## src/rtl/msw_pkg.sv

```systemverilog
// ----------------------------------------------------------------------------
// msw_pkg
// shared types, register indexes, reset values and helpers for the motion
// sleep/wake detector
// ----------------------------------------------------------------------------
package msw_pkg;

	// configuration register indexes
	localparam logic [1:0] REG_MOTION_THRESHOLD = 2'd0;
	localparam logic [1:0] REG_WAKE_THRESHOLD   = 2'd1;
	localparam logic [1:0] REG_IDLE_TIMEOUT_MS  = 2'd2;
	localparam logic [1:0] REG_WAKE_HITS_NEEDED = 2'd3;

	// register reset values
	localparam logic [13:0] MOTION_THRESHOLD_RST = 14'd80;
	localparam logic [13:0] WAKE_THRESHOLD_RST   = 14'd25;
	localparam logic [31:0] IDLE_TIMEOUT_MS_RST  = 32'd60000;
	localparam logic [7:0]  WAKE_HITS_NEEDED_RST = 8'd1;

	// filter shifts: gravity 1/16, wake reference 1/8
	localparam int unsigned GRAV_SHIFT = 4;
	localparam int unsigned REF_SHIFT  = 3;

	localparam logic [7:0] HIT_CNT_MAX = 8'hFF;

	typedef struct packed {
		logic [13:0] motion_threshold;
		logic [13:0] wake_threshold;
		logic [31:0] idle_timeout_ms;
		logic [7:0]  wake_hits_needed;
	} cfg_t;

	typedef struct packed {
		logic signed [11:0] accel_x;
		logic signed [11:0] accel_y;
		logic signed [11:0] accel_z;
		logic [31:0]        time_ms;
	} sample_t;

	typedef struct packed {
		logic [13:0] motion_norm;
		logic [13:0] wake_distance_mg;
		logic        sleeping;
		logic        entered_sleep;
		logic        woke_up;
		logic        sample_invalid;
	} result_t;

	// signed shift right that rounds toward zero
	function automatic logic signed [12:0] shr_trunc(input logic signed [12:0] d,
			input int unsigned sh);
		logic signed [12:0] bias;
		bias = 13'sd0;
		if (d < 0) begin
			bias = (13'sd1 <<< sh) - 13'sd1;
		end
		return (d + bias) >>> sh;
	endfunction

	function automatic logic [12:0] abs13(input logic signed [12:0] d);
		logic signed [12:0] n;
		n = -d;
		return (d < 0) ? 13'(n) : 13'(d);
	endfunction

endpackage

```

## src/rtl/motion_sleep_wake_detector_unit.sv

```systemverilog
// ----------------------------------------------------------------------------
// motion_sleep_wake_detector_unit
// accelerometer inactivity detector: tracks gravity, reports motion, enters
// sleep after an idle timeout and wakes on repeated reference deviation
// ----------------------------------------------------------------------------
//
//  channel   dir  handshake          payload
//  s_*       in   s_tvalid/s_tready  s_tdata: accel_x, accel_y, accel_z, time_ms
//  m_*       out  m_tvalid/m_tready  m_tdata: motion, distance, flags; m_tuser: invalid
//  cfg_*     in   cfg_we             cfg_index, cfg_wdata (write only)
//
//  one sample per cycle sustained while m_tready keeps the result register
//  draining; an input beat passes the input register, then the result register
//  the state update is a single combinational pass of subtracts, shifts and
//  adds plus a 32 bit idle compare between the input and result registers
//  reset clears the detector state and loads register defaults; no clear pass
//  a stalled output holds its beat; the input register keeps accepting while
//  the result register is free or being drained
//
module motion_sleep_wake_detector_unit (
	input  logic        clk,
	input  logic        arst_n,

	input  logic        s_tvalid,
	output logic        s_tready,
	input  logic [71:0] s_tdata,   // accel_x[11:0], accel_y[23:12], accel_z[35:24],
	                               // time_ms[67:36], zero pad[71:68]

	output logic        m_tvalid,
	input  logic        m_tready,
	output logic [31:0] m_tdata,   // motion_norm[13:0], wake_distance_mg[27:14],
	                               // sleeping[28], entered_sleep[29], woke_up[30],
	                               // zero pad[31]
	output logic        m_tuser,   // sample_invalid

	input  logic        cfg_we,
	input  logic [1:0]  cfg_index,
	input  logic [31:0] cfg_wdata
);

	msw_pkg::cfg_t    cfg_q;
	msw_pkg::sample_t sample_s1;
	logic             valid_s1;
	msw_pkg::result_t res_s2;
	logic             valid_s2;
	msw_pkg::result_t result;
	logic             advance;
	logic             step;

	// config register file
	always_ff @(posedge clk or negedge arst_n) begin
		if (!arst_n) begin
			cfg_q.motion_threshold <= msw_pkg::MOTION_THRESHOLD_RST;
			cfg_q.wake_threshold   <= msw_pkg::WAKE_THRESHOLD_RST;
			cfg_q.idle_timeout_ms  <= msw_pkg::IDLE_TIMEOUT_MS_RST;
			cfg_q.wake_hits_needed <= msw_pkg::WAKE_HITS_NEEDED_RST;
		end else if (cfg_we) begin
			case (cfg_index)
				msw_pkg::REG_MOTION_THRESHOLD: cfg_q.motion_threshold <= cfg_wdata[13:0];
				msw_pkg::REG_WAKE_THRESHOLD:   cfg_q.wake_threshold   <= cfg_wdata[13:0];
				msw_pkg::REG_IDLE_TIMEOUT_MS:  cfg_q.idle_timeout_ms  <= cfg_wdata;
				msw_pkg::REG_WAKE_HITS_NEEDED: cfg_q.wake_hits_needed <= cfg_wdata[7:0];
				default: cfg_q <= cfg_q;
			endcase
		end
	end

	// stage 1 moves into the result register when that register is empty or drains
	assign advance  = !valid_s2 || m_tready;
	assign step     = valid_s1 && advance;
	assign s_tready = !valid_s1 || advance;

	// input register
	always_ff @(posedge clk or negedge arst_n) begin
		if (!arst_n) begin
			valid_s1 <= 1'b0;
		end else if (s_tready) begin
			valid_s1 <= s_tvalid;
		end
	end

	always_ff @(posedge clk) begin
		if (s_tvalid && s_tready) begin
			sample_s1.accel_x <= s_tdata[11:0];
			sample_s1.accel_y <= s_tdata[23:12];
			sample_s1.accel_z <= s_tdata[35:24];
			sample_s1.time_ms <= s_tdata[67:36];
		end
	end

	// detector state and update
	msw_core u_core (
		.clk    (clk),
		.arst_n (arst_n),
		.step   (step),
		.sample (sample_s1),
		.cfg    (cfg_q),
		.result (result)
	);

	// result register
	always_ff @(posedge clk or negedge arst_n) begin
		if (!arst_n) begin
			valid_s2 <= 1'b0;
		end else if (advance) begin
			valid_s2 <= valid_s1;
		end
	end

	always_ff @(posedge clk) begin
		if (step) begin
			res_s2 <= result;
		end
	end

	assign m_tvalid = valid_s2;
	assign m_tdata  = {1'b0, res_s2.woke_up, res_s2.entered_sleep, res_s2.sleeping,
		res_s2.wake_distance_mg, res_s2.motion_norm};
	assign m_tuser  = res_s2.sample_invalid;

	flags_exclusive : assert property (@(posedge clk) disable iff (!arst_n)
		m_tvalid |-> !(res_s2.entered_sleep && res_s2.woke_up))
		else $error("sleep entry and wake in one beat");

	transition_matches_state : assert property (@(posedge clk) disable iff (!arst_n)
		m_tvalid |-> ((!res_s2.entered_sleep || res_s2.sleeping)
			&& (!res_s2.woke_up || !res_s2.sleeping)))
		else $error("transition flag disagrees with sleeping");

	invalid_beat_empty : assert property (@(posedge clk) disable iff (!arst_n)
		(m_tvalid && res_s2.sample_invalid) |-> (res_s2.motion_norm == 14'd0
			&& res_s2.wake_distance_mg == 14'd0 && !res_s2.entered_sleep
			&& !res_s2.woke_up))
		else $error("invalid sample produced motion or transition");

	awake_no_distance : assert property (@(posedge clk) disable iff (!arst_n)
		(m_tvalid && !res_s2.sleeping && !res_s2.woke_up)
			|-> (res_s2.wake_distance_mg == 14'd0))
		else $error("wake distance reported while awake");

	stall_blocks_input : assert property (@(posedge clk) disable iff (!arst_n)
		(valid_s1 && valid_s2 && !m_tready) |-> !s_tready)
		else $error("input accepted while both stages are stalled");

endmodule

```

## src/rtl/msw_core.sv

```systemverilog
// ----------------------------------------------------------------------------
// msw_core
// detector state and the per-sample update: gravity filter, motion norm,
// idle timer, sleep reference and wake hit counting
// ----------------------------------------------------------------------------
module msw_core (
	input  logic             clk,
	input  logic             arst_n,
	input  logic             step,
	input  msw_pkg::sample_t sample,
	input  msw_pkg::cfg_t    cfg,
	output msw_pkg::result_t result
);

	logic signed [11:0] grav_q [3];
	logic               grav_valid_q;
	logic signed [11:0] ref_q [3];
	logic               ref_valid_q;
	logic               asleep_q;
	logic [7:0]         hit_cnt_q;
	logic [31:0]        last_motion_q;

	logic signed [11:0] grav_n [3];
	logic               grav_valid_n;
	logic signed [11:0] ref_n [3];
	logic               ref_valid_n;
	logic               asleep_n;
	logic [7:0]         hit_cnt_n;
	logic [31:0]        last_motion_n;

	logic signed [11:0] a [3];
	logic signed [12:0] gd [3];
	logic signed [11:0] gf [3];
	logic signed [12:0] md [3];
	logic signed [12:0] rd [3];
	logic signed [11:0] rf [3];
	logic [14:0]        motion;
	logic [14:0]        ref_dist;
	logic [31:0]        idle;
	logic               invalid;
	logic               hit;
	logic               entered;
	logic               woke;

	// filter arithmetic per axis
	always_comb begin
		a[0] = sample.accel_x;
		a[1] = sample.accel_y;
		a[2] = sample.accel_z;
		for (int i = 0; i < 3; i++) begin
			gd[i] = 13'(a[i]) - 13'(grav_q[i]);
			gf[i] = 12'(13'(grav_q[i]) + msw_pkg::shr_trunc(gd[i], msw_pkg::GRAV_SHIFT));
			md[i] = 13'(a[i]) - 13'(gf[i]);
			rd[i] = 13'(a[i]) - 13'(ref_q[i]);
			rf[i] = 12'(13'(ref_q[i]) + msw_pkg::shr_trunc(rd[i], msw_pkg::REF_SHIFT));
		end
		invalid = (a[0] == 12'sd0) && (a[1] == 12'sd0) && (a[2] == 12'sd0);
	end

	// next state
	always_comb begin
		grav_n        = grav_q;
		grav_valid_n  = grav_valid_q;
		ref_n         = ref_q;
		ref_valid_n   = ref_valid_q;
		asleep_n      = asleep_q;
		hit_cnt_n     = hit_cnt_q;
		last_motion_n = last_motion_q;
		motion        = '0;
		ref_dist      = '0;
		idle          = '0;
		hit           = 1'b0;
		entered       = 1'b0;
		woke          = 1'b0;

		if (invalid) begin
			grav_valid_n = 1'b0;
			ref_valid_n  = 1'b0;
		end else begin
			// gravity: seed on first sample, else 1/16 step and L1 remainder
			if (!grav_valid_q) begin
				grav_n       = a;
				grav_valid_n = 1'b1;
			end else begin
				grav_n = gf;
				motion = 15'(msw_pkg::abs13(md[0])) + 15'(msw_pkg::abs13(md[1]))
					+ 15'(msw_pkg::abs13(md[2]));
			end

			if (asleep_q) begin
				if (!ref_valid_q) begin
					ref_n       = a;
					ref_valid_n = 1'b1;
				end else begin
					ref_dist = 15'(msw_pkg::abs13(rd[0])) + 15'(msw_pkg::abs13(rd[1]))
						+ 15'(msw_pkg::abs13(rd[2]));
					if (ref_dist < 15'(cfg.wake_threshold)) begin
						ref_n = rf;
					end else begin
						hit = 1'b1;
					end
				end
				if (hit) begin
					if (hit_cnt_q != msw_pkg::HIT_CNT_MAX) begin
						hit_cnt_n = hit_cnt_q + 8'd1;
					end
				end else begin
					hit_cnt_n = '0;
				end
				if (hit_cnt_n >= cfg.wake_hits_needed) begin
					asleep_n      = 1'b0;
					hit_cnt_n     = '0;
					ref_valid_n   = 1'b0;
					grav_valid_n  = 1'b0;
					last_motion_n = sample.time_ms;
					woke          = 1'b1;
				end
			end else begin
				if (motion > 15'(cfg.motion_threshold)) begin
					last_motion_n = sample.time_ms;
				end
				idle = sample.time_ms - last_motion_n;
				if (idle >= cfg.idle_timeout_ms) begin
					asleep_n    = 1'b1;
					hit_cnt_n   = '0;
					ref_valid_n = 1'b0;
					entered     = 1'b1;
				end
			end
		end
	end

	// result fields
	always_comb begin
		result.motion_norm      = motion[13:0];
		result.wake_distance_mg = ref_dist[13:0];
		result.sleeping         = asleep_n;
		result.entered_sleep    = entered;
		result.woke_up          = woke;
		result.sample_invalid   = invalid;
	end

	always_ff @(posedge clk or negedge arst_n) begin
		if (!arst_n) begin
			for (int i = 0; i < 3; i++) begin
				grav_q[i] <= '0;
				ref_q[i]  <= '0;
			end
			grav_valid_q  <= 1'b0;
			ref_valid_q   <= 1'b0;
			asleep_q      <= 1'b0;
			hit_cnt_q     <= '0;
			last_motion_q <= '0;
		end else if (step) begin
			grav_q        <= grav_n;
			ref_q         <= ref_n;
			grav_valid_q  <= grav_valid_n;
			ref_valid_q   <= ref_valid_n;
			asleep_q      <= asleep_n;
			hit_cnt_q     <= hit_cnt_n;
			last_motion_q <= last_motion_n;
		end
	end

	wake_on_count : assert property (@(posedge clk) disable iff (!arst_n)
		(step && asleep_q && !invalid && hit_cnt_n >= cfg.wake_hits_needed) |=> !asleep_q)
		else $error("wake count reached but still asleep");

	invalid_keeps_state : assert property (@(posedge clk) disable iff (!arst_n)
		(step && invalid) |=> (!grav_valid_q && !ref_valid_q && $stable(asleep_q)
			&& $stable(last_motion_q)))
		else $error("invalid sample changed detector state");

	count_clear_awake : assert property (@(posedge clk) disable iff (!arst_n)
		!asleep_q |-> (hit_cnt_q == 8'd0))
		else $error("wake hit count nonzero while awake");

endmodule

```

## config.mk

```make
export PLATFORM = sky130hd
export DESIGN_NAME = motion_sleep_wake_detector_unit
export DESIGN_NICKNAME = d
export VERILOG_FILES = /design/src/rtl/msw_pkg.sv /design/src/rtl/motion_sleep_wake_detector_unit.sv /design/src/rtl/msw_core.sv
export SDC_FILE = /design/constraint.sdc
export NUM_CORES = 1
export LEC_CHECK = 0
export BUFFER_PORTS_ARGS = -buffer_cell sky130_fd_sc_hd__buf_2
export CAP_MARGIN = 30
export CORE_UTILIZATION = 25
export CTS_BUF_LIST = sky130_fd_sc_hd__clkbuf_4
export DETAILED_ROUTE_END_ITERATION = 8
export PLACE_DENSITY = 0.5
export SLEW_MARGIN = 25
export SYNTH_ARGS = -nofsm -noshare
export SYNTH_HDL_FRONTEND = slang
export SYNTH_SLANG_ARGS = --single-unit
```

## constraint.sdc

```tcl
create_clock -name clk -period 15.92 [get_ports clk]
set_input_delay 3.184 -clock clk [delete_from_list [all_inputs] [get_ports clk]]
set_output_delay 3.184 -clock clk [all_outputs]
set_load 0.05 [all_outputs]
```

==> results of run 1 <==
[logic make-up after synthesis]
kind of cell | Yosys count | synth area share
muxes | 148 | 0.0590
AOI/OAI and AO/OA | 794 | 0.191
adders and majority gates | 358 | 0.170
other | 1 | 0.000138
buffers and inverters | 347 | 0.0486
DFF | 285 | 0.282
and+or+nand+nor | 793 | 0.147
xor gates and xnor gates | 314 | 0.103
[what timing repair did]
action / 4_1_cts / 5_1_grt
resized for setup: 0 / 47
endpoints found under the setup margin: 0 / 12
buffers inserted: 0 / 7
endpoints found under the hold margin: 0 / 0
[worst max-delay path, delay by kind of cell (launching register included)]
family / cells / cell delay, ps
xor gates and xnor gates: 5 / 790
and+or+nand+nor: 18 / 2720
muxes: 1 / 260
buffers and inverters: 11 / 1210
adders and majority gates: 14 / 3960
DFF: 1 / 380
AOI/OAI and AO/OA: 35 / 5470
[flip-flops by register name, indices dropped and copies added (netlist names)]
| signal | cells |
|---|---|
| u_core.asleep_q | 1 |
| u_core.grav_q | 36 |
| valid_s1 | 1 |
| sample_s1 | 68 |
| u_core.hit_cnt_q | 8 |
| u_core.ref_valid_q | 1 |
| cfg_q | 68 |
| u_core.ref_q | 36 |
| u_core.last_motion_q | 32 |
| m_tdata | 31 |
| m_tvalid | 1 |
| m_tuser | 1 |
| u_core.grav_valid_q | 1 |
[area by class of cell]
| cell class | instances | area (um2) |
|---|---|---|
| Timing Repair Buffer | 241 | 1470 |
| Clock buffer | 140 | 1050 |
| Sequential cell | 285 | 7650 |
| Clock inverter | 34 | 205 |
| Inverter | 269 | 1010 |
| Antenna cell | 6 | 15.0 |
| Fill cell | 11426 | 75800 |
| Tap cell | 1403 | 1760 |
| Multi-Input combinational cell | 2408 | 18400 |
[how the worst min path moves through the flow]
| stage | end | slack, ps | cells past startpoint |
|---|---|---|---|
| after floorplan | m_tvalid | 460 | 1 |
| after global placement | m_tvalid | 480 | 1 |
| after detailed placement | m_tvalid | 490 | 1 |
| after CTS | u_core.last_motion_q[1] | 480 | 1 |
| after global routing | u_core.last_motion_q[1] | 510 | 1 |
| final | u_core.last_motion_q[1] | 480 | 1 |
[cell usage after synthesis, types with 30 or more instances]
cell type / instances
xor2_1: 95
ha_1: 328
a211oi_1: 31
o21a_1: 49
nand3_1: 56
edfxtp_1: 100
xnor2_1: 215
and2_1: 30
clkbuf_1: 63
nand2b_1: 43
mux2i_1: 59
o21ai_0: 185
nor2b_1: 64
a21oi_1: 208
nand2_1: 199
o21bai_1: 36
mux2_2: 87
dfrtp_1: 172
a21o_1: 71
inv_1: 267
nor2_1: 200
nor3_1: 48
[metrics by stage]
stage / area (um2) / instances / hold slack [ps] / worst slack (ps)
4_1_cts: 31300 / 4773 / 479 / 235
6_report: 31500 / 4786 / 482 / 1050
3_5_place_dp: 30000 / 4599 / 491 / 281
5_1_grt: 31500 / 4786 / 511 / -47.2
2_1_floorplan: 27100 / 3040 / 457 / 1270
3_3_place_gp: 30000 / 4598 / 483 / 122
[layer usage]
layer | routed length [um] | GRT usage
met5 | 0 | 0
met1 | 39000 | 0.194
met4 | 2330 | 0.0514
met2 | 36400 | 0.236
met3 | 2650 | 0.0200
==> flow_summary.ini, run 1 <==
[global_routing]
grt_max_degree = 88
grt_pass1_vias = 22275
antenna_found_initial = 7
grt.overflow.total = 0
grt_pass1_wl_um = 125000
track_usage = 0.145

[synthesis]
async_flop_share = 0.649
synth_top_area_share = 0.159
synth_area_um2 = 27100
synth_top_area_cell = dfrtp_1
ys.flop_type = dfrtp_1
synthesis.nets = 3498
avgSynthCellArea_um2 = 8.93
ys_ff_latch = 285
synth_area_leaders = dfrtp_1 16%, ha_1 15%, edfxtp_1 11%
ys.warnings.count = 0
yosysSeqAreaShare = 0.282
ys_types = 102
synthCells = 3040
synth_edf_count = 100

[cts]
ctsHoldBuffers = 0
insertion_delay_ps = 950
cts_root_buffer = clkbuf_4
clock_sinks = 285
clk_path_buf_depth = 3
cts.htree.levels = 3
cts_tree = done
clk_pin_slew_ps = 80
numCtsBuffers = 93

[setup_path]
required_ps = 16740
reg2reg_from = sample_s1[56]
cp-end-kind = flip-flop
worstReg2RegEnd = u_core.hit_cnt_q[2]
crit_path_end = u_core.hit_cnt_q[2]
reg2regPathDepth = 84
ff2ff_setup_slack_ps = 1050
crit_top_cell = ha_1
cpPeakStageDelay_ps = 420
crit_slowest_cell = fa_1
cp-startpoint = sample_s1[56]
crit_arrival_ps = 15700
cp_max_fo = 6
start_kind = flip-flop
crit_type = flip-flop to flip-flop

[final_layout]
drive_gt1_frac = 0.179
finish.utilization = 0.294
syn_to_final_growth_pct = 16.2
layout_commonest_cell = ha_1
final_cell_mix = 326 x ha_1, 265 x inv_1, 215 x xnor2_1
finalNetCount = 3756

[min_path]
hp-start = sample_s1[1]
holdCritPathClass = flip-flop to flip-flop

[floorplan]
core_um2 = 107000
io_pins = 146
start_util = 0.253
fp.dieH_um = 331
die_area_um2 = 110000
rows = 120
die_w_um = 331

[detailed_routing]
vias_per_cell = 4.74
first_iter_violations = 1186
drc = 0
ant_nets = 0
routed_wl_um = 80400
first_pass_iters = 7
wl_per_cell_um = 16.8
dr_total_vias = 22682

[place]
hpwl_um = 61800
gp_congestion = 0.873
port_buffers = 140

[timing]
finalSetupTns_ps = 0
min_period_over_period = 0.934
finClkSkew_ps = 74.2
relSlewSlack = 0.367
tightest_slew_ps = 942
slew_viol_final = 0
finalSetupViolCount = 0
final-hold-violation-count = 0
max_freq_mhz = 67.2
period_needed_ps = 14870

[outcome]
status = finished clean

[run]
maxCapViolations = 0
Power of run 1 is left out: the tool's default activity adds up to more than one toggle a clock period on the data nets, which glitch-free logic cannot reach.
==> run 2: changes to the inputs <==
Settings changed: ABC_AREA from default to 1.
==> flow_summary.ini, run 2 <==
[detailed_routing]
ant_nets = 0
first_iter_violations = 1568
drc = 28
first_pass_iters = 8
routed_wl_um = 89700
vias_per_cell = 4.55
dr_total_vias = 27067
wl_per_cell_um = 15.1

[cts]
insertion_delay_ps = 960
clock_sinks = 285
cts_root_buffer = clkbuf_4
clk_pin_slew_ps = 70
clk_path_buf_depth = 3
post-cts-setup-buffers = 0
numCtsBuffers = 95
cts.htree.levels = 3
cts_tree = done
ctsHoldBuffers = 0

[setup_path]
cp_max_fo = 50
crit_slowest_cell = a31oi_1
required_ps = 16730
crit_type = flip-flop to flip-flop
start_kind = flip-flop
cp_num_buf_inv = 13
cp_top_family = simple AND/OR/NAND/NOR gates
cp-end-kind = flip-flop
cpPeakStageDelay_ps = 540
crit_arrival_ps = 15180
crit_top_cell = nand2_1
ff2ff_setup_slack_ps = 1550

[synthesis]
async_flop_share = 0.649
synth_edf_count = 100
avgSynthCellArea_um2 = 6.95
synth_top_area_cell = dfrtp_1
synthesis.nets = 4619
ys.flop_type = dfrtp_1
synth.top_cells.by_count = 978 x nand2_1, 729 x inv_1, 328 x ha_1, 290 x o21ai_0, 285 x nor2_1
synthCells = 4161
synth_area_um2 = 28900
synth_top_area_share = 0.149
ys_types = 60
synth.most_common_cell = nand2_1
synth_area_leaders = dfrtp_1 15%, ha_1 14%, nand2_1 13%
ys_ff_latch = 285
ys.warnings.count = 0
yosysSeqAreaShare = 0.265

[timing]
hold-worst-slack_ps = 478
period_needed_ps = 14370
grt_setup_unrepaired = false
final-hold-violation-count = 0
relSlewSlack = 0.304
finClkSkew_ps = 87.9
max_freq_mhz = 69.6
finalSetupTns_ps = 0
min_period_over_period = 0.903
tightest_slew_ps = 1030
setup_ws_ps = 1550
finalSetupViolCount = 0
slew_viol_final = 0

[final_layout]
layout_commonest_cell = nand2_1
finalNetCount = 4806
final_cell_mix = 977 x nand2_1, 726 x inv_1, 328 x ha_1
syn_to_final_growth_pct = 13.1
largestRegisters = cfg_q (68), sample_s1 (68)
drive_gt1_frac = 0.0964

[floorplan]
fp.dieH_um = 342
start_util = 0.253
die_w_um = 342
rows = 124
io_pins = 146
die_area_um2 = 117000
core_um2 = 115000

[place]
place_ws_ps = 1060
port_buffers = 140
hpwl_um = 70500
gp_congestion = 0.871

[global_routing]
grt_pass1_wl_um = 141000
grt.overflow.total = 0
antenna_found_initial = 17
grt_max_degree = 94
grt_pass1_vias = 26052
track_usage = 0.153

[outcome]
violations = design-rule violations
status = complete, but fails checks

[run]
maxCapViolations = 0

[min_path]
holdCritPathClass = flip-flop to flip-flop
==> run 2: cell types whose count changed in the layout (fill, tap and decap cells not counted), sizes merged, moves of 78 or more <==
cell / delta
nand2: +801
inv: +472
xnor2: -169
nand3: +160
o21ai: +130
nor2: +93
mux2: -89
xor2: +89
buf: -80
a21oi: +78
==> run 2: worst paths after layout <==
kind / endpoint / cells past startpoint / start
max: u_core.hit_cnt_q[5] / 88 / sample_s1[56]
min: u_core.ref_q[23] / 2 / u_core.ref_q[23]
max reg2reg: u_core.hit_cnt_q[5] / 88 / sample_s1[56]
min reg2reg: u_core.ref_q[23] / 2 / u_core.ref_q[23]
max in group asynchronous: u_core.last_motion_q[12] / 2 / arst_n
min in group asynchronous: u_core.ref_q[8] / 1 / arst_n
==> run 2: final cells by class <==
cell class,instances,area (um2)
antenna,6,15.0
clock buffer,147,1100
clock inverter,33,169
fill,12730,81800
inverter,746,2800
multi-input combinational,3059,18200
sequential,285,7650
tap,1512,1890
timing repair buffer,161,891
==> run 2: per-stage QoR <==
step | std cells | instance area, um2 | utilization
after floorplan | 4161 | 28900 | -
after global placement | 5759 | 31300 | 0.274
after global routing | 5947 | 32700 | 0.285
final | 5949 | 32700 | 0.286
after CTS | 5942 | 32700 | 0.285
after detailed placement | 5762 | 31400 | 0.274
==> run 2: cells by family after synthesis <==
logic type	count (synthesis)	share of synthesized area
adder cells (fa/ha/maj)	347	0.155
AND/OR/NAND/NOR	1676	0.245
XOR/XNOR	233	0.0716
flip-flops	285	0.265
AO/OA/AOI/OAI	802	0.156
other	1	0.000130
buffers and inverters	817	0.108
==> run 2: layer usage <==
layer | track usage | vias to the layer above | wire length, um | share of wire
met5 | 0 | - | 91 | 0.0010
met2 | 0.246 | 466 | 39500 | 0.44
met1 | 0.206 | 12387 | 43100 | 0.48
met3 | 0.0271 | 142 | 4480 | 0.050
li1 | - | 14058 | - | -
met4 | 0.0525 | 14 | 2590 | 0.029
==> run 2: worst reg2reg max path: cells and delay by family, from the launching register on <==
| kind | cells | cell delay, ps |
|---|---|---|
| buf+inv | 13 | 1390 |
| xor+xnor | 3 | 480 |
| simple gates | 45 | 5350 |
| fa+ha+maj | 9 | 3040 |
| flops | 1 | 480 |
| compound gates | 18 | 3500 |
==> run 2: what timing repair did <==
action,CTS,global route
hold endpoints to repair,0,0
gates resized for setup,0,6
setup endpoints to repair,0,12
Power of run 2 is left out for the same reason.
